File: config.mk
export PLATFORM = sky130hd
export DESIGN_NAME = sts_front
export DESIGN_NICKNAME = d
export VERILOG_FILES = /design/src/rtl/core/sts_pkg.sv /design/src/rtl/core/sts_front.sv
export SDC_FILE = /design/constraint.sdc
export NUM_CORES = 1
export LEC_CHECK = 0
export BUFFER_PORTS_ARGS = -buffer_cell sky130_fd_sc_hd__buf_2
export CAP_MARGIN = 0
export CORE_AREA = 5 5 97 99
export DETAILED_ROUTE_END_ITERATION = 16
export DIE_AREA = 0 0 102 104
export GPL_ROUTABILITY_DRIVEN = 0
export PLACE_DENSITY_LB_ADDON = 0.15
export SYNTH_ARGS = -nofsm -noshare
export SYNTH_HDL_FRONTEND = slang
export SYNTH_SLANG_ARGS = --single-unit
File: constraint.sdc
create_clock -name vclk -period 1.4
set_input_delay 0.14 -clock vclk [all_inputs]
set_output_delay 0.14 -clock vclk [all_outputs]
set_load 0.03 [all_outputs]
File: src/rtl/core/sts_pkg.sv
// Shared types and constants for the sorted table search unit.
// No dependencies.
package sts_pkg;

    localparam int IDX_W   = 10;
    localparam int DATA_W  = 64;
    localparam int Q_DEPTH = 2;
    localparam int Q_AW    = $clog2(Q_DEPTH);
    localparam int Q_CW    = $clog2(Q_DEPTH + 1);

    // item kinds
    localparam logic KIND_LOAD   = 1'b0;
    localparam logic KIND_SEARCH = 1'b1;

    typedef struct packed {
        logic              is_search;
        logic [IDX_W-1:0]  index;
        logic [IDX_W-1:0]  low;
        logic [IDX_W-1:0]  high;
        logic [DATA_W-1:0] value;
    } cmd_t;

    typedef struct packed {
        logic full;
        logic empty;
    } q_status_t;

endpackage

File: src/rtl/core/sts_front.sv
// Front end: takes input transfers, drops loads beyond the table and clips
// search ranges, then pushes commands into the queue. Uses sts_pkg.
module sts_front #(
    parameter int TABLE_DEPTH = 1024
) (
    input  logic                           start,
    output logic                           busy,
    input  logic                           kind,
    input  logic [sts_pkg::IDX_W-1:0]      entry_index,
    input  logic [sts_pkg::DATA_W-1:0]     entry_value,
    input  logic [sts_pkg::IDX_W-1:0]      range_low,
    input  logic [sts_pkg::IDX_W-1:0]      range_high,
    input  logic [sts_pkg::DATA_W-1:0]     search_key,
    input  sts_pkg::q_status_t             q_status,
    output logic                           push,
    output sts_pkg::cmd_t                  push_cmd
);

    localparam int MAX_IDX = TABLE_DEPTH - 1;

    logic is_search;
    logic load_ok;
    logic clip;

    always_comb
    begin
        is_search = (kind == sts_pkg::KIND_SEARCH);
        load_ok   = (int'(entry_index) <= MAX_IDX);
        clip      = (int'(range_high) > MAX_IDX);

        busy = q_status.full;
        push = start && !q_status.full && (is_search || load_ok);

        push_cmd.is_search = is_search;
        push_cmd.index     = entry_index;
        push_cmd.low       = range_low;
        // clip only fires when the table is shallower than the index field
        push_cmd.high      = clip ? sts_pkg::IDX_W'(MAX_IDX) : range_high;
        push_cmd.value     = is_search ? search_key : entry_value;
    end

endmodule

==> metrics.cfg <==
[timing]
finalSetupViolations = 0
min_period_ns = 1.15
rsz0062_at_grt = false
maxSlewViolCount = 0
holdWs_ns = 0.280
hold_violations = 0
worstMarginPinSlew_ns = 0.185
fin_tns_setup_ns = 0
max_freq_ghz = 0.873
fin_crit_sh_pct = 81.8
max_slew_margin_pct = 87.7

[job]
drv_cap = 0

[yosys]
ys_seq_area_share_pct = 0
synth_area_leaders = mux2_4 68%, buf_4 18%, buf_12 9.1%, mux2_2 3.4%, buf_6 0.85%
netlist.area_leader.share_pct = 68.1
synth_top_cell_by_area = mux2_4
ys_warn_count = 0
synthMostInstantiatedCell = mux2_4
syn-num-nets = 266
syn_inst = 104
syn_avg_cell_area_sq_um = 12.7
synth_cell_type_count = 6
synth_area_sq_mm = 0.00132
ys_top_cells_by_count = 60 x mux2_4, 32 x buf_4, 6 x buf_12, 4 x mux2_2

[floorplan]
die_area_sq_mm = 0.0106
fp.dieW_um = 102
die_y_um = 104
placementRows = 34
io_pins = 259
core_area_sq_mm = 0.00847
start_util_pct = 15.6

[setup_path]
arrival_ns = 1.01
cp-end-kind = output port
startpoint = kind
crit_path_start_kind = primary input
cp_slowest_cell = mux2_4
cp.required_ns = 1.26
cp_max_fo = 23
max_stage_delay_ns = 0.33
crit_chain = buf_4 -> buf_12 -> mux2_4 -> buf_2
crit_path_end = push_cmd[45]
critPathKind = in -> out

[routing]
drt_iter0_markers = 7
dr.pass1.iters = 3
post_drt_wl_per_cell_um = 15.0
totalWireLength_um = 5620
drc = 0
vias = 1399
ant_nets = 0
avgViaCountPerCell = 3.74

[place]
hpwlAfterDp_um = 5360
portBuffers = 198

[final_layout]
nets = 430
seq_cells = 0
n_fill_cell = 937
clkbuf_count = 0
areaGrowthSynthToFinish_pct = 61.7
num_antenna_cells = 0
seq_area_sq_um = 0
drive_gt1_share_pct = 99.6

[global_route]
grt_pass1_wl_um = 8160
grt_pass1_vias = 1618
grt.total_usage_pct = 9.37
grt_max_degree = 24
overflow = 0
antenna_found_initial = 0

[clock_network]
post_cts_resized = 0
cts-hold-fix-buffers = 0
post_cts_buffers = 0

[power]
power_per_cell_area_mw_per_mm2 = 449
vdd_ir_drop_max_mv = 0.143
p_leak_nw = 1.32

[hold_path]
hold_class = in -> out

[status]
status = completed

layout by cell type, fill, tap and decap left out:
master / n
buf_4: 1
buf_12: 3
mux2_2: 4
buf_2: 197
nor2b_1: 1
mux2_4: 60
metal layers:
layer	GRT usage [%]	wire (um)	vias up
li1	-	-	662
met1	10.1	1870	602
met2	17.7	2910	127
met3	3.55	816	8
met4	0.562	27	0
met5	0	0	-
cells by family (layout without fill, tap and decap cells):
logic type    count (synthesis)  in the layout  synth area share [%]
mux                          64             64                  71.5
simple gates                  1              1                 0.473
buf+inv                      39            201                  28.1
worst min path at each step:
stage	from	to	slack, ns	cells after the start
floorplan	q_status[1]	push	0.39	1
global placement	range_low[6]	push_cmd[80]	0.28	0
detailed placement	range_low[6]	push_cmd[80]	0.28	0
CTS	range_low[6]	push_cmd[80]	0.28	0
global route	range_high[7]	push_cmd[71]	0.28	0
finish	range_high[4]	push_cmd[68]	0.28	0
metrics by stage:
step | area [sq um] | util (%) | power [W] | setup slack, ns | std cells
2_1_floorplan | 1320 | - | 0.000818 | 0.451 | 104
3_3_place_gp | 2140 | 25.3 | 0.000975 | 0.249 | 374
3_5_place_dp | 2140 | 25.3 | 0.000976 | 0.243 | 374
4_1_cts | 2140 | 25.3 | 0.000978 | 0.243 | 374
5_1_grt | 2140 | 25.3 | 0.00102 | 0.229 | 374
6_report | 2140 | 25.3 | 0.000961 | 0.254 | 374
worst max-delay path, delay by kind of cell:
kind,cells,cell delay [ns]
multiplexers,1,0.33
buffers and inverters,3,0.52
layout make-up:
cell class | count | area [sq um] | share of cell area, %
well taps | 108 | 135 | 6.31
repair buffers | 201 | 1050 | 49.2
multi-input cells | 65 | 952 | 44.5
power by group:
part	leakage [nW]	switching (W)	internal [W]	total, W
clock network	0	0	0	0
logic	1.32	0.000508	0.000454	0.000961
registers	0	0	0	0
total	1.32	0.000508	0.000454	0.000961
Note: power is estimated with default switching activity, not from simulation.
