**src/rtl/core/sts_pkg.sv**
```systemverilog
// Shared types and constants for the sorted table search unit.
// No dependencies.
package sts_pkg;

    localparam int IDX_W   = 10;
    localparam int DATA_W  = 64;
    localparam int Q_DEPTH = 2;
    localparam int Q_AW    = $clog2(Q_DEPTH);
    localparam int Q_CW    = $clog2(Q_DEPTH + 1);

    // item kinds
    localparam logic KIND_LOAD   = 1'b0;
    localparam logic KIND_SEARCH = 1'b1;

    typedef struct packed {
        logic              is_search;
        logic [IDX_W-1:0]  index;
        logic [IDX_W-1:0]  low;
        logic [IDX_W-1:0]  high;
        logic [DATA_W-1:0] value;
    } cmd_t;

    typedef struct packed {
        logic full;
        logic empty;
    } q_status_t;

endpackage

```
**src/rtl/core/sts_back.sv**
```systemverilog
// Back end: executes queued loads and runs the halving search over the table
// RAM, one probe per read/compare pair. Uses sts_pkg.
module sts_back #(
    parameter int TABLE_DEPTH = 1024
) (
    input  logic                              clk,
    input  logic                              rst_n,
    input  sts_pkg::cmd_t                     head,
    input  sts_pkg::q_status_t                q_status,
    output logic                              pop,
    output logic                              ram_en,
    output logic                              ram_we,
    output logic [$clog2(TABLE_DEPTH)-1:0]    ram_addr,
    output logic [sts_pkg::DATA_W-1:0]        ram_wdata,
    input  logic [sts_pkg::DATA_W-1:0]        ram_rdata,
    output logic                              done,
    output logic                              found
);

    localparam int AW = $clog2(TABLE_DEPTH);
    localparam int IW = sts_pkg::IDX_W;

    typedef enum logic [1:0] {
        S_IDLE,
        S_CHECK,
        S_CMP
    } state_t;

    state_t state_reg, state_next;
    logic   done_reg, done_next;
    logic   found_reg, found_next;

    // bounds carry one extra bit: low can step one past the last index
    logic [IW:0]                low_reg, low_next;
    logic [IW:0]                high_reg, high_next;
    logic [IW-1:0]              mid_reg, mid_next;
    logic [sts_pkg::DATA_W-1:0] key_reg, key_next;
    logic [IW+1:0]              sum;

    always_comb
    begin
        state_next = state_reg;
        done_next  = 1'b0;
        found_next = 1'b0;
        low_next   = low_reg;
        high_next  = high_reg;
        mid_next   = mid_reg;
        key_next   = key_reg;
        pop        = 1'b0;
        ram_en     = 1'b0;
        ram_we     = 1'b0;
        ram_addr   = AW'(head.index);
        ram_wdata  = head.value;
        sum        = {1'b0, low_reg} + {1'b0, high_reg};

        unique case (state_reg)
            S_IDLE:
            begin
                if (!q_status.empty)
                begin
                    pop = 1'b1;
                    if (head.is_search)
                    begin
                        low_next   = {1'b0, head.low};
                        high_next  = {1'b0, head.high};
                        key_next   = head.value;
                        state_next = S_CHECK;
                    end
                    else
                    begin
                        ram_en = 1'b1;
                        ram_we = 1'b1;
                    end
                end
            end
            S_CHECK:
            begin
                if (low_reg > high_reg)
                begin
                    done_next  = 1'b1;
                    state_next = S_IDLE;
                end
                else
                begin
                    mid_next   = sum[IW:1];
                    ram_en     = 1'b1;
                    ram_addr   = AW'(sum[IW:1]);
                    state_next = S_CMP;
                end
            end
            S_CMP:
            begin
                priority if (ram_rdata == key_reg)
                begin
                    done_next  = 1'b1;
                    found_next = 1'b1;
                    state_next = S_IDLE;
                end
                else if ($signed(ram_rdata) < $signed(key_reg))
                begin
                    low_next   = {1'b0, mid_reg} + 1'b1;
                    state_next = S_CHECK;
                end
                else if (mid_reg == '0)
                begin
                    // nothing below index zero: range is empty
                    done_next  = 1'b1;
                    state_next = S_IDLE;
                end
                else
                begin
                    high_next  = {1'b0, mid_reg} - 1'b1;
                    state_next = S_CHECK;
                end
            end
            default:
            begin
                state_next = S_IDLE;
            end
        endcase
    end

    always_ff @(posedge clk or negedge rst_n)
    begin
        if (!rst_n)
        begin
            state_reg <= S_IDLE;
            done_reg  <= 1'b0;
            found_reg <= 1'b0;
        end
        else
        begin
            state_reg <= state_next;
            done_reg  <= done_next;
            found_reg <= found_next;
        end
    end

    always_ff @(posedge clk)
    begin
        low_reg  <= low_next;
        high_reg <= high_next;
        mid_reg  <= mid_next;
        key_reg  <= key_next;
    end

    assign done  = done_reg;
    assign found = found_reg;

endmodule
```
**config.mk**
```make
export PLATFORM = sky130hd
export DESIGN_NAME = sts_back
export DESIGN_NICKNAME = d
export VERILOG_FILES = /design/src/rtl/core/sts_pkg.sv /design/src/rtl/core/sts_back.sv
export SDC_FILE = /design/constraint.sdc
export NUM_CORES = 1
export LEC_CHECK = 0
export ABC_CLOCK_PERIOD_IN_PS = 8700
export BUFFER_PORTS_ARGS = -buffer_cell sky130_fd_sc_hd__buf_2
export CORE_MARGIN = 2
export CORE_UTILIZATION = 50
export DETAILED_ROUTE_END_ITERATION = 8
export GPL_ROUTABILITY_DRIVEN = 0
export GPL_TIMING_DRIVEN = 0
export PLACE_DENSITY_LB_ADDON = 0.05
export SLEW_MARGIN = 20
export SYNTH_ARGS = -nofsm -noshare
export SYNTH_HDL_FRONTEND = slang
export SYNTH_SLANG_ARGS = --single-unit
```
**constraint.sdc**
```tcl
create_clock -name clk -period 8.7 [get_ports clk]
set_input_delay 1.74 -clock clk [delete_from_list [all_inputs] [get_ports clk]]
set_output_delay 1.74 -clock clk [all_outputs]
set_load 0.01 [all_outputs]
```
==> impl_metrics.tcl, run 1 <==
set metrics [dict create \
    root_buffer "clkbuf_16" \
    async_flop_share_pct 4.00 \
    crit_arrival_ns 3.27 \
    synth_top_area_share_pct 43.1 \
    antenna_found_initial 1 \
    first_pass_iters 4 \
    nNetsFinal 1143 \
    max-cap-violations 0 \
    yosys_warnings 0 \
    netSwitchingFraction_pct 37.8 \
    layout-drive-gt1-share_pct 38.0 \
    largest_reg_flops 64 \
    slew_viol_final 0 \
    synth_edf_count 96 \
    final.fill_count 1108 \
    syn_inst 636 \
    yosys.cell_types.count 51 \
    finalCriticalPeriod_ns 5.01 \
    yosysMostFrequentCell "inv_1" \
    io_pins 242 \
    synth.cell_area_sq_um 6690 \
    status "finished, final reports clean" \
    max_stage_delay_ns 0.47 \
    p_int_mw 1.38 \
    crit_chain "ha_1, nand3_1, or2_1, or3_1, o2111ai_1, nand3_2, inv_1, mux2_2, buf_2" \
    cts_tree "built" \
    post_cts_buffers 0 \
    dieArea_sq_um 14300 \
    ant_nets 0 \
    grt_max_degree 44 \
    seqCellArea_sq_um 2980 \
    dpl_cell_area_sq_um 8140 \
    remaining_drc_errors 0 \
    wl_mm 15.4 \
    clock_latency_ns 0.35 \
    rows 42 \
    yosys_register_bits 100 \
    fmax_ghz 0.200 \
    grt_pass1_vias 5291 \
    pre_cts_ws_ns 3.57 \
    portBuffers 240 \
    fin_area_sq_um 8460 \
    globalRouteTotalUtil_pct 21.8 \
    crit_path_max_fanout 12 \
    worst_pin_slew_ns 0.802 \
    fp.dieH_um 120 \
    numCtsBuffers 9 \
    peakVddDrop_mv 0.114 \
    viasPerCell 4.95 \
    synthToLayoutAreaGrowth_pct 26.4 \
    cts.sinks 100 \
    coreArea_sq_um 13100 \
    hpwlAfterDp_mm 12.7 \
    cp-end-kind "output port" \
    ys_top_cells_by_area "edfxtp_1, ha_1, buf_4, inv_1, a21oi_1" \
    setup_tns_ns 0 \
    rsz0062_at_grt "no" \
    ys_seq_area_share_pct 44.6 \
    die_w_um 120 \
    synth_fp_nets 891 \
    hold_viol_final 0 \
    powerDensity_nw_per_um2 262 \
    postCtsHoldBufs 0 \
    initial_core_util_pct 50.9 \
    htree_num_levels 3 \
    grt_first_pass_wirelength_mm 24.1 \
    routedWlPerCell_um 14.4 \
    pwr-share-clk_pct 18.7 \
    fin_ws_ns 3.69 \
    power_mw 2.21 \
    drt-initial-drc-count 184 \
    slowest_stage "inv_1" \
    critPathKind "flop to output port" \
    switching_power_mw 0.837 \
    cts_resized 0 \
    vias 5295 \
    ys.flop_type "edfxtp_1" \
    combPwrFrac_pct 45.7 \
    crit_required_ns 6.96 \
    hold_ws_ns 0.666 \
    setup_violations 0 \
    min_path_type "flop to flop" \
    synth_common_cells "inv_1, edfxtp_1, ha_1" \
    syn_area_per_cell_sq_um 10.5 \
    skew_ns 0.0139 \
    path_clk_slew_ns 0.07 \
    clock_path_buffers 2 \
    startpoint_type "flop" \
    yosys.area.top_type "edfxtp_1" \
    power_frac_seq_pct 35.7 \
    multi_input_area_sq_um 2830 \
    overflow 0 \
    p_leak_nw 4.13 \
    fin_crit_sh_pct 57.6 \
    relSlewSlack_pct 45.8 \
]
routing by layer:
metal	vias to the layer above	track usage (%)	part of all wire (%)
li1	2663	-	-
met1	2432	24.9	40
met3	21	5.61	6.7
met4	0	7.79	2.0
met2	179	39.3	51
met5	-	0	0
layout by cell type (no fill, tap or decap), types with 4 or more instances in the layout:
cell         n
nor3_1       6
inv_1       97
nand2_1     30
xor2_1      12
nor2b_1      4
a21oi_1     49
buf_4       64
mux2_2       4
and2_1       4
o211ai_1     4
nand4_1     16
clkbuf_16    9
edfxtp_1    96
dfrtp_1      4
mux2_4       6
nand3_1     15
nor4_1       4
nor2_1      29
a31oi_1      7
o21ai_0     18
buf_2      240
clkbuf_1     9
ha_1        91
xnor2_1     11
nand2b_1    13
logic make-up (layout without fill, tap and decap cells):
family                   after synthesis  count (layout)  share of synthesized area [%]
buffers and inverters                171             428                           13.3
AND/OR/NAND/NOR                      134             134                           10.3
multiplexers                          11              11                           2.17
adder cells (fa/ha/maj)               92              92                           17.3
flip-flops                           100             100                           44.6
other                                  0               1                              0
XOR/XNOR                              23              23                           3.01
AO/OA/AOI/OAI                        105             105                           9.35
power groups by stage:
stage / logic (mW) / registers [mW] / clock network [mW]
after global routing: 1.13 / 0.803 / 0.441
after CTS: 1.02 / 0.789 / 0.425
after global placement: 0.970 / 0.797 / 0
after detailed placement: 1.01 / 0.798 / 0
after floorplan: 0.718 / 0.780 / 0
final: 1.01 / 0.790 / 0.413
through the flow:
step,utilization (%),std cells
CTS,64.3,1069
detailed placement,62.0,1053
global route,64.4,1070
global placement,61.7,1052
floorplan,-,636
finish,64.4,1070
final timing paths:
path / startpoint / endpoint / slack, ns / cells after the start
hold reg to reg: state_reg[1] / state_reg[1] / 0.67 / 2
max in group asynchronous: rst_n / state_reg[0] / 7.40 / 1
setup / recovery: low_reg[5] / ram_addr[9] / 3.69 / 9
min in group asynchronous: rst_n / done / 1.18 / 1
setup reg to reg: key_reg[54] / high_reg[1] / 5.13 / 9
hold / removal: state_reg[1] / state_reg[1] / 0.67 / 2
area by class of cell:
type / count / share of cell area (%)
clock buffer: 9 / 2.66
tap: 176 / 2.60
multi-input combinational: 365 / 33.4
inverter: 97 / 4.31
antenna: 1 / 0.0296
timing repair buffer: 241 / 14.4
clock inverter: 7 / 1.02
buffer: 74 / 6.21
sequential: 100 / 35.3
critical path: cells and delay by family (launching register included):
kind                     cells  cell delay (ns)
AO/OA/AOI/OAI                1             0.13
adder cells (fa/ha/maj)      1             0.42
AND/OR/NAND/NOR              4             0.95
buffers and inverters        2             0.62
flip-flops                   1             0.40
multiplexers                 1             0.39
Power figures use the tool's default switching activity.
==> run 2: changes to the inputs <==
--- a/config.mk
+++ b/config.mk
@@ -5,10 +5,11 @@
 export SDC_FILE = /design/constraint.sdc
 export NUM_CORES = 1
 export LEC_CHECK = 0
-export ABC_CLOCK_PERIOD_IN_PS = 8700
+export ABC_AREA = 1
+export ABC_CLOCK_PERIOD_IN_PS = 4350
 export BUFFER_PORTS_ARGS = -buffer_cell sky130_fd_sc_hd__buf_2
 export CORE_MARGIN = 2
-export CORE_UTILIZATION = 50
+export CORE_UTILIZATION = 46
 export DETAILED_ROUTE_END_ITERATION = 8
 export GPL_ROUTABILITY_DRIVEN = 0
 export GPL_TIMING_DRIVEN = 0
==> constraint.sdc (replaced) <==
create_clock -name clk -period 4.35 [get_ports clk]
set_input_delay 0.87 -clock clk [delete_from_list [all_inputs] [get_ports clk]]
set_output_delay 0.87 -clock clk [all_outputs]
set_load 0.01 [all_outputs]
==> run 2 against run 1 <==
Die area rose by 10%. Synthesized cell count rose by 17%. Clock power rose by 96%. Critical endpoint is now ram_addr[5]. Sequential share of layout area fell by 0.74 points. Global-route usage fell by 2.5 points. Critical path type unchanged.
==> impl_metrics.tcl, run 2 <==
set metrics [dict create \
    syn_area_per_cell_sq_um 9.20 \
    worst_pin_slew_ns 0.663 \
    r2r_start "key_reg[21]" \
    path_depth 11 \
    startpoint_type "flop" \
    crit_arrival_ns 2.63 \
    powerDensity_nw_per_um2 504 \
    grt_first_pass_wirelength_mm 23.9 \
    synth_common_cells "nand2_1, inv_1, edfxtp_1" \
    coreArea_sq_um 14500 \
    setup_violations 0 \
    postCtsHoldBufs 0 \
    crit_buf_inv 3 \
    yosysMostFrequentCell "nand2_1" \
    crit_path_start "low_reg[7]" \
    synthToLayoutAreaGrowth_pct 26.7 \
    synth_edf_count 96 \
    globalRouteTotalUtil_pct 19.3 \
    cts.sinks 100 \
    finalCriticalPeriod_ns 3.50 \
    endpoint "ram_addr[5]" \
    async_flop_share_pct 4.00 \
    path_clk_slew_ns 0.07 \
    first_pass_iters 5 \
    diodes 0 \
    final_common_cell "buf_2" \
    fp.dieH_um 126 \
    grt_max_degree 26 \
    synth.cell_area_sq_um 6820 \
    path_common_cell "nand2_1" \
    routedWlPerCell_um 12.7 \
    multi_input_area_sq_um 2840 \
    rows 44 \
    synth_top_area_share_pct 42.3 \
    finalNonFillerCells 1184 \
    pre_cts_ws_ns 0.641 \
    post_cts_buffers 0 \
    final.fill_count 1301 \
    crit_family "simple AND/OR/NAND/NOR gates" \
    portBuffers 240 \
    nNetsFinal 1250 \
    root_buffer "clkbuf_16" \
    drt-initial-drc-count 186 \
    yosys_register_bits 100 \
    relSlewSlack_pct 55.8 \
    ant_nets 0 \
    io_pins 242 \
    clock_latency_ns 0.35 \
    initial_core_util_pct 46.9 \
    peakVddDrop_mv 0.216 \
    yosys.area.top_type "edfxtp_1" \
    ys.flop_type "edfxtp_1" \
    skew_ns 0.0110 \
    dieArea_sq_um 15800 \
    fin_crit_sh_pct 80.6 \
    synth_fp_nets 996 \
    crit_required_ns 3.48 \
    remaining_drc_errors 0 \
    critPathKind "flop to output port" \
    cp-end-kind "output port" \
    cts_tree "built" \
    layout-drive-gt1-share_pct 34.4 \
    syn_inst 741 \
    antenna_found_initial 0 \
    dp_cells 1168 \
    vias 5493 \
    htree_num_levels 3 \
    overflow 0 \
    fmax_ghz 0.285 \
    crit_chain "ha_1, inv_2, nor3_1, nand3_1, o2111ai_1, nand2_1, nand2_2, inv_2, nand2_1, nand2_1, buf_2" \
    hpwlAfterDp_mm 12.8 \
    grt_pass1_vias 5064 \
    wl_mm 15.1 \
    rsz0062_at_grt "no" \
    clock_path_buffers 2 \
    status "finished, final reports clean" \
    hold_viol_final 0 \
    cts_resized 0 \
    slew_viol_final 0 \
    yosys_warnings 0 \
    dpl_cell_area_sq_um 8340 \
    ys_top_cells_by_area "edfxtp_1, ha_1, nand2_1, buf_4, inv_1" \
    ys_seq_area_share_pct 43.8 \
    fin_area_sq_um 8640 \
    max_stage_delay_ns 0.42 \
    rr_worst_depth 14 \
    min_path_type "input pin to asynchronous set/reset pin" \
    slowest_stage "ha_1" \
    largest_reg_flops 64 \
    rrSetupSlack_ns 1.59 \
    numCtsBuffers 9 \
    die_w_um 126 \
    max-cap-violations 0 \
    yosys.cell_types.count 40 \
    r2r-end "high_reg[7]" \
    viasPerCell 4.64 \
    fin_ws_ns 0.845 \
    mostFrequentLayoutCells "buf_2, nand2_1, inv_1, edfxtp_1, ha_1" \
    crit_path_max_fanout 19 \
    seqCellArea_sq_um 2980 \
    p_leak_nw 4.44 \
    power_mw 4.35 \
    setup_tns_ns 0 \
]
run 2: logic make-up (layout without fill, tap and decap cells):
logic type	Yosys count	in the layout	synth area share, %
AOI/OAI and AO/OA	97	97	8.52
adders and majority gates	92	92	17.0
and+or+nand+nor	243	243	14.7
buffers and inverters	200	459	14.8
xor gates and xnor gates	9	9	1.27
DFF	100	100	43.8
run 2: where the power goes:
| group | internal [mW] | switching [mW] | total [mW] |
|---|---|---|---|
| Combinational | 0.769 | 1.21 | 1.98 |
| Sequential | 1.41 | 0.144 | 1.56 |
| Clock | 0.446 | 0.363 | 0.810 |
run 2: final cells by class:
type                            count  area share (%)
Sequential cell                   100            34.5
Clock buffer                       10            2.65
Timing Repair Buffer              243            14.9
Tap cell                          184            2.67
Buffer                             72            6.09
Multi-Input combinational cell    441            32.9
Clock inverter                      6           0.739
Inverter                          128            5.56
run 2: routing by layer:
metal / track usage [%] / wire (um) / vias to the layer above
met5: 0 / 0 / -
met4: 5.37 / 217 / 0
met3: 5.82 / 1150 / 14
met2: 33.9 / 7470 / 165
met1: 22.9 / 6230 / 2410
li1: - / - / 2904
run 2: worst min-delay path by stage:
stage | start | endpoint | slack (ns) | depth (start not counted)
2_1_floorplan | state_reg[1] | state_reg[1] | 0.50 | 2
3_3_place_gp | state_reg[0] | state_reg[0] | 0.55 | 2
6_report | rst_n | state_reg[1] | 0.30 | 1
4_1_cts | rst_n | state_reg[0] | 0.29 | 1
5_1_grt | rst_n | state_reg[0] | 0.29 | 1
3_5_place_dp | state_reg[0] | state_reg[0] | 0.55 | 2
run 2: through the flow:
step	utilization, %	hold WS (ns)
floorplan	-	0.502
global placement	56.8	0.549
detailed placement	57.4	0.548
CTS	59.4	0.287
global route	59.4	0.292
finish	59.4	0.304
==> run 3: changes to the inputs <==
--- a/config.mk
+++ b/config.mk
@@ -6,10 +6,10 @@
 export NUM_CORES = 1
 export LEC_CHECK = 0
 export ABC_AREA = 1
-export ABC_CLOCK_PERIOD_IN_PS = 4350
+export ABC_CLOCK_PERIOD_IN_PS = 3330
 export BUFFER_PORTS_ARGS = -buffer_cell sky130_fd_sc_hd__buf_2
 export CORE_MARGIN = 2
-export CORE_UTILIZATION = 46
+export CORE_UTILIZATION = 50
 export DETAILED_ROUTE_END_ITERATION = 8
 export GPL_ROUTABILITY_DRIVEN = 0
 export GPL_TIMING_DRIVEN = 0
==> constraint.sdc (replaced) <==
create_clock -name clk -period 3.33 [get_ports clk]
set_input_delay 0.666 -clock clk [delete_from_list [all_inputs] [get_ports clk]]
set_output_delay 0.666 -clock clk [all_outputs]
set_load 0.01 [all_outputs]
==> run 3 against run 2 <==
Clock-buffer cell count grew 1. Core utilization grew 5.7 points. Final area is 0.30% higher. Global-route usage grew 2.8 points. Worst hold slack worse by 0.20 ns. Sequential share of layout area decreased by 0.10 points. Largest cell class unchanged. Largest power group unchanged.
==> impl_metrics.tcl, run 3 (synthesized netlist as in run 2, its figures left out) <==
set metrics [dict create \
    die_w_um 121 \
    hold_viol_final 0 \
    clock_path_buffers 2 \
    first_pass_iters 4 \
    skew_ns 0.0111 \
    slew_viol_final 0 \
    grt_pass1_vias 5464 \
    cts_tree "built" \
    fmax_ghz 0.315 \
    fin_crit_sh_pct 95.4 \
    setup_violations 0 \
    largest_reg_flops 64 \
    crit_required_ns 2.66 \
    critPathKind "flop to output port" \
    overflow 0 \
    dieArea_sq_um 14600 \
    status "finished, final reports clean" \
    rsz0062_at_grt "no" \
    crit_path_max_fanout 6 \
    viasPerCell 4.76 \
    synthToLayoutAreaGrowth_pct 27.1 \
    dpl_cell_area_sq_um 8290 \
    fin_area_sq_um 8660 \
    min_path_type "input pin to asynchronous set/reset pin" \
    root_buffer "clkbuf_16" \
    hpwlAfterDp_mm 12.9 \
    cts.sinks 100 \
    path_clk_slew_ns 0.07 \
    grt_max_degree 24 \
    initial_core_util_pct 51.3 \
    clock_latency_ns 0.36 \
    p_leak_nw 4.45 \
    grt_first_pass_wirelength_mm 24.5 \
    mostFrequentLayoutCells "buf_2, nand2_1, inv_1, edfxtp_1, ha_1" \
    powerDensity_nw_per_um2 677 \
    finalCriticalPeriod_ns 3.18 \
    portBuffers 240 \
    postCtsHoldBufs 0 \
    globalRouteTotalUtil_pct 22.1 \
    htree_num_levels 3 \
    remaining_drc_errors 0 \
    relSlewSlack_pct 56.3 \
    crit_chain "ha_1, inv_2, a21oi_4, o31ai_4, a21oi_2, o21ai_2, nand2_2, nand2_2, a21oi_4, xor2_2, nand2_1, nand2_1, buf_2" \
    numCtsBuffers 9 \
    max-cap-violations 0 \
    routedWlPerCell_um 13.2 \
    cp-end-kind "output port" \
    startpoint_type "flop" \
    drt-initial-drc-count 225 \
    nNetsFinal 1249 \
    crit_arrival_ns 2.51 \
    vias 5608 \
    antenna_found_initial 0 \
    final_common_cell "buf_2" \
    ant_nets 0 \
    peakVddDrop_mv 0.364 \
    wl_mm 15.5 \
    layout-drive-gt1-share_pct 34.8 \
    worst_pin_slew_ns 0.656 \
    coreArea_sq_um 13300 \
    fin_ws_ns 0.154 \
    io_pins 242 \
    max_stage_delay_ns 0.46 \
    pre_cts_ws_ns -0.187 \
    slowest_stage "ha_1" \
    fp.dieH_um 121 \
    rows 42 \
]
[run 3: metrics by stage]
step                      utilization, %  power (mW)  std cells  hold WS [ns]  TNS [ns]
final                               65.2        5.87       1177         0.103         0
after global routing                65.1        6.32       1175        0.0881         0
after CTS                           64.8        5.82       1175        0.0934         0
after detailed placement            62.4        4.67       1159         0.481     -2.05
after global placement              62.0        4.60       1157         0.481    -32.61
after floorplan                        -        3.86        741         0.370         0
[run 3: critical path, delay by kind of cell, from the launching register on]
family / cells / cell delay (ns)
DFF: 1 / 0.39
xor gates and xnor gates: 1 / 0.16
adders and majority gates: 1 / 0.46
AOI/OAI and AO/OA: 5 / 0.64
and+or+nand+nor: 4 / 0.26
buffers and inverters: 2 / 0.24
[run 3: final timing paths]
check | start | end | slack (ns) | cells past startpoint
min | rst_n | state_reg[1] | 0.10 | 1
min in group clk | head[40] | key_reg[40] | 0.50 | 1
max | low_reg[3] | ram_addr[7] | 0.15 | 13
min reg2reg | state_reg[1] | state_reg[1] | 0.57 | 2
max reg2reg | key_reg[25] | high_reg[2] | 0.63 | 14
max in group asynchronous | rst_n | done | 3.11 | 1
[run 3: what timing repair did]
action / in CTS / in global routing
setup buffers: 0 / 0
setup endpoints to repair: 10 / 10
pin swaps: 0 / 0
gates resized for setup: 1 / 11
[run 3: where the power goes]
part	internal (mW)	switching, mW
Clock	0.664	0.475
Sequential	1.85	0.169
Combinational	1.04	1.68
[run 3: area by class of cell]
type                       instances  area, sq um
fill                            1190         4630
sequential                       100         2980
multi-input combinational        441         2880
timing repair buffer             242         1250
buffer                            72          529
inverter                         128          483
clock buffer                      11          233
tap                              176          220
clock inverter                     5         82.6
antenna                            2         5.00
[run 3: layer usage]
metal,part of all wire (%),up-vias,track usage [%]
met5,0,-,0
met4,1.9,0,6.83
met3,6.7,23,6.32
met2,54,182,42.7
met1,37,2501,22.6
li1,-,2902,-
