===== src/rtl/core/sts_pkg.sv =====
// Shared types and constants for the sorted table search unit.
// No dependencies.
package sts_pkg;

    localparam int IDX_W   = 10;
    localparam int DATA_W  = 64;
    localparam int Q_DEPTH = 2;
    localparam int Q_AW    = $clog2(Q_DEPTH);
    localparam int Q_CW    = $clog2(Q_DEPTH + 1);

    // item kinds
    localparam logic KIND_LOAD   = 1'b0;
    localparam logic KIND_SEARCH = 1'b1;

    typedef struct packed {
        logic              is_search;
        logic [IDX_W-1:0]  index;
        logic [IDX_W-1:0]  low;
        logic [IDX_W-1:0]  high;
        logic [DATA_W-1:0] value;
    } cmd_t;

    typedef struct packed {
        logic full;
        logic empty;
    } q_status_t;

endpackage


===== src/rtl/core/sts_queue.sv =====
// Short command queue between front and back end.
// Uses sts_pkg.
module sts_queue (
    input  logic               clk,
    input  logic               rst_n,
    input  logic               push,
    input  sts_pkg::cmd_t      push_cmd,
    input  logic               pop,
    output sts_pkg::cmd_t      head,
    output sts_pkg::q_status_t status
);

    sts_pkg::cmd_t slots [sts_pkg::Q_DEPTH];

    logic [sts_pkg::Q_AW-1:0] wr_ptr_reg, wr_ptr_next;
    logic [sts_pkg::Q_AW-1:0] rd_ptr_reg, rd_ptr_next;
    logic [sts_pkg::Q_CW-1:0] count_reg, count_next;

    always_comb
    begin
        status.full  = (count_reg == sts_pkg::Q_CW'(sts_pkg::Q_DEPTH));
        status.empty = (count_reg == '0);
        head         = slots[rd_ptr_reg];

        wr_ptr_next = wr_ptr_reg;
        rd_ptr_next = rd_ptr_reg;
        count_next  = count_reg;
        if (push)
        begin
            wr_ptr_next = (wr_ptr_reg == sts_pkg::Q_AW'(sts_pkg::Q_DEPTH - 1))
                        ? '0 : wr_ptr_reg + 1'b1;
        end
        if (pop)
        begin
            rd_ptr_next = (rd_ptr_reg == sts_pkg::Q_AW'(sts_pkg::Q_DEPTH - 1))
                        ? '0 : rd_ptr_reg + 1'b1;
        end
        if (push && !pop)
        begin
            count_next = count_reg + 1'b1;
        end
        else if (pop && !push)
        begin
            count_next = count_reg - 1'b1;
        end
    end

    always_ff @(posedge clk or negedge rst_n)
    begin
        if (!rst_n)
        begin
            wr_ptr_reg <= '0;
            rd_ptr_reg <= '0;
            count_reg  <= '0;
        end
        else
        begin
            wr_ptr_reg <= wr_ptr_next;
            rd_ptr_reg <= rd_ptr_next;
            count_reg  <= count_next;
        end
    end

    always_ff @(posedge clk)
    begin
        if (push)
        begin
            slots[wr_ptr_reg] <= push_cmd;
        end
    end

endmodule


===== config.mk =====
export PLATFORM = sky130hd
export DESIGN_NAME = sts_queue
export DESIGN_NICKNAME = d
export VERILOG_FILES = /design/src/rtl/core/sts_pkg.sv /design/src/rtl/core/sts_queue.sv
export SDC_FILE = /design/constraint.sdc
export NUM_CORES = 1
export LEC_CHECK = 0
export CORE_MARGIN = 5
export CORE_UTILIZATION = 60
export CTS_CLUSTER_DIAMETER = 50
export DETAILED_ROUTE_END_ITERATION = 8
export DONT_BUFFER_PORTS = 1
export PLACE_DENSITY = 0.76
export RECOVER_POWER = 100
export SLEW_MARGIN = 20
export SYNTH_ARGS = -nofsm -noshare
export SYNTH_HDL_FRONTEND = slang
export SYNTH_SLANG_ARGS = --single-unit
export TNS_END_PERCENT = 30

===== constraint.sdc =====
create_clock -name clk -period 13.5 [get_ports clk]
set_input_delay 0.675 -clock clk [delete_from_list [all_inputs] [get_ports clk]]
set_output_delay 0.675 -clock clk [all_outputs]
set_load 0.01 [all_outputs]

==> results of run 1 <==
==> final cells by class <==
| class | instances | area share |
|---|---|---|
| clock buffer | 17 | 0.0551 |
| clock inverter | 15 | 0.0152 |
| inverter | 1 | 0.000486 |
| multi-input combinational | 106 | 0.150 |
| sequential | 194 | 0.752 |
| tap | 147 | 0.0238 |
| timing repair buffer | 5 | 0.00324 |
==> layer usage <==
metal | GRT usage | vias to the layer above | routed length [um] | share of wire
li1 | - | 1252 | - | -
met1 | 0.171 | 1385 | 4150 | 0.36
met2 | 0.257 | 154 | 5580 | 0.48
met3 | 0.116 | 18 | 1670 | 0.14
met4 | 0.0730 | 0 | 198 | 0.017
met5 | 0 | - | 0 | 0
==> layout by cell type (no fill, tap or decap) <==
cell and n:
nor2_1 2, inv_1 1, ha_1 1, dlygate4sd3_1 1, nor2b_1 2, and2_0 1
clkinv_4 2, clkinv_1 2, xor2_1 4, bufinv_16 1, mux2_4 2, clkbuf_1 4
clkbuf_16 17, clkinvlp_4 2, dfrtp_1 4, xnor2_1 1, mux2_1 93, edfxtp_1 190
clkinv_2 6, inv_6 2
==> through the flow <==
stage	total power, uW	std cells
6_report	1640	485
5_1_grt	1730	485
4_1_cts	1730	484
3_5_place_dp	1280	451
3_3_place_gp	1270	451
2_1_floorplan	1240	312
==> worst max-delay path: cells and delay by family, from the launching register on <==
family / cells / cell delay [ps]
buffers and inverters: 2 / 2960
DFF: 1 / 1080
muxes: 1 / 490
==> power groups by stage <==
stage                     Clock [uW]  Sequential, uW  Combinational [uW]
final                            452             855                 337
after CTS                        461             849                 424
after global placement             0             855                 416
after detailed placement           0             861                 421
after floorplan                    0             846                 397
after global routing             497             867                 364
==> worst max-delay path by stage <==
stage,startpoint,to,slack (ps),cells after the start
final,rd_ptr_reg,head[43],7830,3
after global routing,rd_ptr_reg,head[43],7350,3
after global placement,rd_ptr_reg,head[18],10780,2
after detailed placement,rd_ptr_reg,head[19],10740,2
after CTS,rd_ptr_reg,head[19],10280,2
after floorplan,push,slots[0][0],8130,1
==> what timing repair did <==
action | in CTS | in global routing
hold endpoints to repair | 4 | 0
gates resized for setup | 0 | 0
hold buffers | 1 | 0
==> logic make-up after synthesis <==
logic type / share of synthesized area
flip-flops: 0.802
multiplexers: 0.168
buffers and inverters: 0.0187
XOR/XNOR: 0.00605
AND/OR/NAND/NOR: 0.00363
adder cells (fa/ha/maj): 0.00173
==> reports/metrics.cfg, run 1 <==
[place]
hpwl_mm=7.71
placed_area_um2=7330
pre_cts_ws_ps=10740
routabilityCongestion=0.735
io_buffers=0

[yosys]
synth_seq_cells=194
syn_area_per_cell_um2=23.2
synth_edf_count=190
synth.distinct_cells=15
synth.top_cells.by_count=edfxtp_1, mux2_2, mux2_4, buf_2
synth_most_common_cell=edfxtp_1
synth-main-ff-cell=edfxtp_1
async_flop_share=0.0206
netlist.area_leader.share=0.788
yosysSeqAreaShare=0.802
synth_area_um2=7240
yosysTopAreaCell=edfxtp_1
synth.area.top_cells=edfxtp_1, mux2_2, mux2_4
ys_warn_count=0
syn_inst=312
synth_nets=412

[final_layout]
synthToLayoutAreaGrowth_pct=6.60
fin_area_um2=7720
diodes=0
nets=425
multiInputGateArea_um2=1160
drive_gt1_frac=0.0947
n_fill_cell=813
largest_reg_flops=190
layout.area.seq_um2=5810
postLayoutCoreUtil=0.648

[cts]
h-tree-depth=4
numCtsBuffers=17
clockBufferDepth=2
clk_pin_slew_worst_paths_ps=60
cts.sinks=194
insertion_delay_ps=420
postCtsSetupBuffers=0
cts_tree=done
root_buffer=clkbuf_16

[detailed_routing]
wire_per_inst_um=23.9
drc=0
drt_first_pass_iters=4
postRouteWirelength_mm=11.6
vias=2809
via_per_inst=5.79
drt_iter0_markers=193
ant_nets=0

[timing]
timing.final.ws_setup_ps=7830
min_period_ps=5670
worstMarginPinSlew_ps=3600
skew_ps=6.19
final-setup-viol-count=0
hold_violations=0
clock.fmax_mhz=176
period_share=0.420
timing.hold.ws_ps=339
timing.slew.headroom=-1.40
setup_tns_ps=0
grt_setup_unrepaired=no
slew_viol_final=269

[outcome]
status=complete, but fails checks
violations=capacitance limit, slew limit

[setup_path]
critPathLaunchType=flop
crit_slowest_cell=clkbuf_1
max_stage_delay_ps=1710
r2r_end=slots[0][65]
r2r_slack_ps=8000
cp_max_fo=42
crit_chain=clkbuf_1 -> clkbuf_1 -> mux2_1
cp.arrival_ps=5000
rr_worst_depth=2
path_class=flop to output pin
required_ps=12820
path_common_cell=clkbuf_1
critPathCaptureType=output pin
r2r_start=wr_ptr_reg

[job]
maxCapViolCount=6

[global_route]
grt_pass1_vias=3114
grtUsageTotal=0.165
grt_pass1_wl_mm=17.4
grt.overflow.total=0
grt_antenna_before_repair=0
grt_max_degree=71

[min_path]
min_path_type=input port to flop
hold_path_depth=1
min_from=pop
hold_path_end=rd_ptr_reg

[power_and_ir_drop]
intPower_uw=1170
clockPowerShare=0.275
combPwrFrac=0.205
power.switching_uw=471
power_density_nw_per_um2=213
vdd_drop_max_mv=0.119
p_seq_frac=0.520
power_leakage_uw=0.00254
switching_share=0.287

[floorplan]
io_pins=196
dieArea_um2=14400
num_rows=40
fp.dieW_um=120
die-height_um=120
initial_core_util=0.608
core-area_um2=11900

Note: power is estimated with default switching activity, not from simulation.
==> inputs of run 2 (changes only) <==
--- a/config.mk
+++ b/config.mk
@@ -5,12 +5,13 @@
 export SDC_FILE = /design/constraint.sdc
 export NUM_CORES = 1
 export LEC_CHECK = 0
+export ABC_AREA = 1
 export CORE_MARGIN = 5
-export CORE_UTILIZATION = 60
+export CORE_UTILIZATION = 56
 export CTS_CLUSTER_DIAMETER = 50
 export DETAILED_ROUTE_END_ITERATION = 8
 export DONT_BUFFER_PORTS = 1
-export PLACE_DENSITY = 0.76
+export PLACE_DENSITY = 0.74
 export RECOVER_POWER = 100
 export SLEW_MARGIN = 20
 export SYNTH_ARGS = -nofsm -noshare
==> constraint.sdc (replaced) <==
create_clock -name clk -period 4.5 [get_ports clk]
set_input_delay 0.225 -clock clk [delete_from_list [all_inputs] [get_ports clk]]
set_output_delay 0.225 -clock clk [all_outputs]
set_load 0.01 [all_outputs]
==> run 2 against run 1 <==
  * The run still ends with capacitance limit, slew limit left
  * Hold slack got worse by 260 ps
  * Utilization rose by 4.4 points
  * Combinational power rose to 3.2 times the previous value
  * Wire length rose by 14%
  * Clock skew rose by 3.5 ps
  * Total power rose to 3.1 times the previous value
  * Final cell count rose by 28%
  * Register-to-register slack got worse by 6500 ps
  * Area after synthesis rose by 0.28%
  * Clock power rose to 3.0 times the previous value
  * Clock-buffer cell count did not move
==> reports/metrics.cfg, run 2 <==
[yosys]
ys_warn_count=0  ; unchanged
yosysSeqAreaShare=0.799  ; was 0.802
yosysTopAreaCell=edfxtp_1  ; unchanged
syn_area_per_cell_um2=22.6  ; was 23.2 um2
synth_area_um2=7260  ; was 7240 um2
synth_edf_count=190  ; unchanged
synth.area.top_cells=edfxtp_1, mux2_2, mux2_4  ; unchanged
synth.top_cells.by_count=edfxtp_1, mux2_2, mux2_4, inv_1  ; was edfxtp_1, mux2_2, mux2_4, buf_2
netlist.area_leader.share=0.786  ; was 0.788
synth_nets=421  ; was 412
async_flop_share=0.0206  ; unchanged
synth.distinct_cells=16  ; was 15
syn_inst=321  ; was 312
synth_most_common_cell=edfxtp_1  ; unchanged
synth-main-ff-cell=edfxtp_1  ; unchanged
synth_seq_cells=194  ; unchanged

[floorplan]
num_rows=41  ; was 40
initial_core_util=0.573  ; was 0.608
dieArea_um2=15300  ; was 14400 um2
fp.dieW_um=124  ; was 120 um
core-area_um2=12700  ; was 11900 um2
die-height_um=124  ; was 120 um
io_pins=196  ; unchanged

[global_route]
grt_antenna_before_repair=2  ; was 0
grt.overflow.total=0  ; unchanged
grt_max_degree=70  ; was 71
grt_pass1_vias=3626  ; was 3114
grtUsageTotal=0.175  ; was 0.165
grt_pass1_wl_mm=19.5  ; was 17.4 mm

[timing]
period_share=0.667
min_period_ps=3000
grt_setup_unrepaired=no  ; unchanged
final-setup-viol-count=0  ; unchanged
timing.slew.headroom=-0.867  ; was -1.40
slew_viol_final=97  ; was 269
setup_tns_ps=0  ; unchanged
skew_ps=9.66  ; was 6.19 ps
hold_violations=0  ; unchanged
clock.fmax_mhz=333
worstMarginPinSlew_ps=2800  ; was 3600 ps

[power_and_ir_drop]
power_uw=5030  ; was 1640 uW
power_leakage_uw=0.00298  ; was 0.00254 uW
power_density_nw_per_um2=574  ; was 213 nW/um2
vdd_drop_max_mv=0.352  ; was 0.119 mV

[detailed_routing]
via_per_inst=5.28  ; was 5.79
drc=0  ; unchanged
drt_first_pass_iters=4  ; unchanged
ant_nets=0  ; unchanged
drt_iter0_markers=217  ; was 193
wire_per_inst_um=21.3  ; was 23.9 um
postRouteWirelength_mm=13.2  ; was 11.6 mm
vias=3270  ; was 2809

[final_layout]
fin_area_um2=8770  ; was 7720 um2
nets=532  ; was 425
layout.cells.most_common_list=edfxtp_1, dlygate4sd3_1, mux2_1  ; was edfxtp_1, mux2_1, clkbuf_16
mostFrequentLayoutCell=edfxtp_1  ; unchanged
drive_gt1_frac=0.0764  ; was 0.0947
largest_reg_flops=190  ; unchanged
postLayoutCoreUtil=0.692  ; was 0.648
synthToLayoutAreaGrowth_pct=20.8  ; was 6.60%

[setup_path]
required_ps=4280  ; was 12820 ps
crit_slowest_cell=clkbuf_1  ; unchanged
cp_max_fo=44  ; was 42
crit_chain=clkbuf_1 -> mux2_1  ; was clkbuf_1 -> clkbuf_1 -> mux2_1
path_class=flop to output pin  ; unchanged
cp.arrival_ps=2780  ; was 5000 ps
max_stage_delay_ps=1020  ; was 1710 ps
critPathCaptureType=output pin  ; unchanged
critPathLaunchType=flop  ; unchanged

[cts]
h-tree-depth=4  ; unchanged
cts.sinks=194  ; unchanged
insertion_delay_ps=430  ; was 420 ps
post_cts_resized=0  ; unchanged
numCtsBuffers=17  ; unchanged
cts_tree=done  ; unchanged
clockBufferDepth=2  ; unchanged
clk_pin_slew_worst_paths_ps=60  ; about the same
root_buffer=clkbuf_16  ; unchanged

[min_path]
min_path_type=input port to async pin  ; was input port to flop

[place]
io_buffers=0  ; unchanged
hpwl_mm=7.86  ; was 7.71 mm
routabilityCongestion=0.706  ; was 0.735
placed_area_um2=7400  ; was 7330 um2

[outcome]
violations=capacitance limit, slew limit  ; unchanged
status=complete, but fails checks  ; unchanged

[job]
maxCapViolCount=2  ; was 6

## run 2: changes by cell type after synthesis
cell,delta
inv_1,+6
nand2_1,+5
nor2b_1,-2
xor2_1,-2
and2_1,-1
nand3_1,+1
nand4_1,+1
nor2_1,+1
## run 2: repair_timing
item,CTS,global route
endpoints found under the hold margin,196,0
setup buffers,0,0
hold buffers,98,0
## run 2: layout make-up
type,instances,area [um2]
antenna,2,5.00
clock buffer,17,425
clock inverter,15,119
fill,824,3900
inverter,7,28.8
multi-input combinational,109,1160
sequential,194,5810
tap,172,215
timing repair buffer,103,1000
## run 2: power breakdown
group	total, uW	switching [uW]	leakage, uW	internal (uW)
Combinational	1080	700	0.000886	379
Clock	1370	611	0.000263	755
Sequential	2590	169	0.00183	2420
## run 2: cells by family (layout without fill, tap and decap cells)
family	Yosys count	count (layout)	synth area share
adder cells (fa/ha/maj)	1	1	0.00172
flip-flops	194	194	0.799
AND/OR/NAND/NOR	10	10	0.00568
XOR/XNOR	3	3	0.00362
multiplexers	95	95	0.168
other	0	2	0
buffers and inverters	18	142	0.0217
## run 2: final timing paths
kind / start / end / slack [ps] / cells after the start
max: rd_ptr_reg / head[32] / 1500 / 2
min: rst_n / count_reg[1] / 70 / 1
max reg2reg: wr_ptr_reg / slots[0][89] / 1500 / 2
min reg2reg: count_reg[1] / count_reg[1] / 530 / 2
max in group asynchronous: rst_n / rd_ptr_reg / 4240 / 1
min in group clk: push / count_reg[0] / 100 / 2
## run 2: per-stage QoR
stage	cells	setup slack, ps	hold slack (ps)
2_1_floorplan	321	1170	-70.6
6_report	619	1500	74.5
4_1_cts	617	1970	26.4
3_3_place_gp	487	2470	-70.4
3_5_place_dp	487	2440	-70.4
5_1_grt	618	1250	68.1
## run 2: layer usage
metal | wire (um) | track usage | vias to the layer above
met4 | 264 | 0.0692 | 0
met2 | 6550 | 0.297 | 163
li1 | - | - | 1486
met3 | 1390 | 0.0813 | 23
met5 | 0 | 0 | -
met1 | 4950 | 0.192 | 1598
## run 2: worst max-delay path, delay by kind of cell (launching register included)
family / cells / cell delay [ps]
DFF: 1 / 820
buffers and inverters: 1 / 1020
muxes: 1 / 470
==> inputs of run 3 (changes only) <==
--- a/config.mk
+++ b/config.mk
@@ -7,11 +7,11 @@
 export LEC_CHECK = 0
 export ABC_AREA = 1
 export CORE_MARGIN = 5
-export CORE_UTILIZATION = 56
+export CORE_UTILIZATION = 60
 export CTS_CLUSTER_DIAMETER = 50
 export DETAILED_ROUTE_END_ITERATION = 8
 export DONT_BUFFER_PORTS = 1
-export PLACE_DENSITY = 0.74
+export PLACE_DENSITY = 0.76
 export RECOVER_POWER = 100
 export SLEW_MARGIN = 20
 export SYNTH_ARGS = -nofsm -noshare
==> constraint.sdc (replaced) <==
create_clock -name clk -period 2.9 [get_ports clk]
set_input_delay 0.145 -clock clk [delete_from_list [all_inputs] [get_ports clk]]
set_output_delay 0.145 -clock clk [all_outputs]
set_load 0.01 [all_outputs]
==> run 3 against run 2 <==
  * The flow now finishes without violations
  * Critical path depth rose by 1
  * Utilization rose by 4.6 points
  * Die area fell by 6.1%
  * Critical path type is now flop to flop
  * Largest cell class unchanged
==> reports/metrics.cfg, run 3 (same netlist as run 2, synthesis figures left out) <==
[outcome]
status=finished clean  ; was complete, but fails checks

[global_route]
grt_max_degree=49  ; was 70
grt_pass1_vias=3679  ; was 3626
grt.overflow.total=0  ; unchanged
grt_pass1_wl_mm=20.3  ; was 19.5 mm
grtUsageTotal=0.190  ; was 0.175
grt_antenna_before_repair=1  ; was 2

[floorplan]
initial_core_util=0.607  ; was 0.573
fp.dieW_um=120  ; was 124 um
dieArea_um2=14400  ; was 15300 um2
core-area_um2=12000  ; was 12700 um2
io_pins=196  ; unchanged
num_rows=40  ; was 41
die-height_um=120  ; was 124 um

[power_and_ir_drop]
clockPowerShare=0.296  ; was 0.271
switching_share=0.288  ; was 0.294
combPwrFrac=0.214  ; about the same
vdd_drop_max_mv=0.710  ; was 0.352 mV
intPower_uw=5790  ; was 3550 uW
power.switching_uw=2340  ; was 1480 uW
power_leakage_uw=0.00303  ; was 0.00298 uW
power_density_nw_per_um2=920  ; was 574 nW/um2
p_seq_frac=0.491  ; was 0.514

[timing]
min_period_ps=2380
period_share=0.819
final-setup-viol-count=0  ; unchanged
timing.hold.ws_ps=72.5  ; was 74.5 ps
skew_ps=4.96  ; was 9.66 ps
timing.final.ws_setup_ps=524  ; was 1500 ps
clock.fmax_mhz=421
worstMarginPinSlew_ps=1280  ; was 2800 ps
timing.slew.headroom=0.148  ; was -0.867
grt_setup_unrepaired=no  ; unchanged
slew_viol_final=0  ; was 97
hold_violations=0  ; unchanged
setup_tns_ps=0  ; unchanged

[place]
routabilityCongestion=0.726  ; was 0.706
hpwl_mm=7.92  ; was 7.86 mm
io_buffers=0  ; unchanged
pre_cts_ws_ps=1150  ; was 2440 ps

[cts]
clockBufferDepth=2  ; unchanged
h-tree-depth=4  ; unchanged
cts.sinks=194  ; unchanged
root_buffer=clkbuf_16  ; unchanged
clk_pin_slew_worst_paths_ps=70  ; was 60 ps
cts_tree=done  ; unchanged
post_cts_resized=0  ; unchanged
insertion_delay_ps=420  ; was 430 ps
numCtsBuffers=17  ; unchanged

[setup_path]
r2r_start=wr_ptr_reg  ; unchanged
rr_worst_depth=3  ; was 2
cp_max_fo=48  ; was 44
path_class=flop to flop  ; was flop to output pin
r2r_end=slots[1][79]  ; was slots[0][89]
cp.arrival_ps=2420  ; was 2780 ps
endpoint=slots[1][79]  ; was head[32]
r2r_slack_ps=520  ; was 1500 ps
required_ps=2950  ; was 4280 ps
critPathLaunchType=flop  ; unchanged
crit_slowest_cell=clkbuf_4  ; was clkbuf_1
startpoint=wr_ptr_reg  ; was rd_ptr_reg
crit_chain=nand2_1 -> inv_2 -> clkbuf_4  ; was clkbuf_1 -> mux2_1
critPathCaptureType=flop  ; was output pin
max_stage_delay_ps=780  ; was 1020 ps

[detailed_routing]
via_per_inst=5.57  ; was 5.28
top_layer_used=met4  ; unchanged
met1_length_mm=5.32  ; was 4.95 mm
vias=3310  ; was 3270
postRouteWirelength_mm=13.7  ; was 13.2 mm
wl_met2_mm=6.82  ; was 6.55 mm
drt_iter0_markers=218  ; was 217
ant_nets=0  ; unchanged
drc=0  ; unchanged
drt_first_pass_iters=4  ; unchanged
met3_length_mm=1.32  ; was 1.39 mm
wire_per_inst_um=23.0  ; was 21.3 um

[final_layout]
synthToLayoutAreaGrowth_pct=21.6  ; was 20.8%
postLayoutCoreUtil=0.738  ; was 0.692
largest_reg_flops=190  ; unchanged
layout.cells.most_common_list=edfxtp_1, dlygate4sd3_1, mux2_1  ; unchanged
drive_gt1_frac=0.0897  ; was 0.0764
nets=533  ; was 532
n_fill_cell=685  ; was 824
mostFrequentLayoutCell=edfxtp_1  ; unchanged

[job]
maxCapViolCount=0  ; was 2

[min_path]
min_path_type=input port to flop  ; was input port to async pin

==> run 3: cell types whose count changed in the layout (fill, tap and decap cells not counted), moves of 2 or more <==
cell       previous run  this run
bufinv_16             1         4
clkinv_4              4         2
clkbuf_1              4         1
clkinv_1              4         1
clkbuf_2              0         3
==> run 3: power groups by stage <==
| stage | combinational [uW] | clock, uW | sequential, uW |
|---|---|---|---|
| 4_1_cts | 2110 | 2440 | 3980 |
| 3_5_place_dp | 1970 | 0 | 4040 |
| 5_1_grt | 1870 | 2570 | 4040 |
| 2_1_floorplan | 1860 | 0 | 3900 |
| 6_report | 1740 | 2400 | 3990 |
| 3_3_place_gp | 1950 | 0 | 4010 |
==> run 3: routing by layer <==
layer,vias to the layer above,track usage
li1,1478,-
met1,1654,0.223
met2,160,0.315
met3,18,0.0778
met4,0,0.0680
met5,-,0
==> run 3: worst min-delay path by stage <==
stage,start,to,slack (ps),depth (start not counted)
2_1_floorplan,rst_n,count_reg[0],-150,0
3_3_place_gp,rst_n,count_reg[1],-150,0
3_5_place_dp,rst_n,count_reg[0],-150,0
4_1_cts,pop,count_reg[0],20,3
5_1_grt,pop,count_reg[0],70,3
6_report,pop,count_reg[0],70,3
==> run 3: critical path, delay by kind of cell, from the launching register on <==
kind          cells  cell delay, ps
buf+inv           2            1520
flops             1             380
simple gates      1              80
==> run 3: layout make-up <==
class / instances / area, um2 / area share
Inverter: 7 / 26.3 / 0.00297
Clock inverter: 14 / 188 / 0.0212
Antenna cell: 1 / 2.50 / 0.000283
Clock buffer: 18 / 429 / 0.0486
Timing Repair Buffer: 104 / 1030 / 0.117
Sequential cell: 194 / 5810 / 0.658
Tap cell: 147 / 184 / 0.0208
Multi-Input combinational cell: 109 / 1160 / 0.131
==> run 3: timing repair <==
item                                   in CTS  in global routing
endpoints found under the hold margin     197                  0
hold buffers                               99                  0
buffers inserted                            0                  0
==> run 3: stage by stage <==
step                cells  instance area, um2  total power [uW]
floorplan             321                7270              5760
global placement      462                7390              5950
detailed placement    462                7390              6020
CTS                   593                9000              8530
global route          594                8830              8480
finish                594                8830              8130
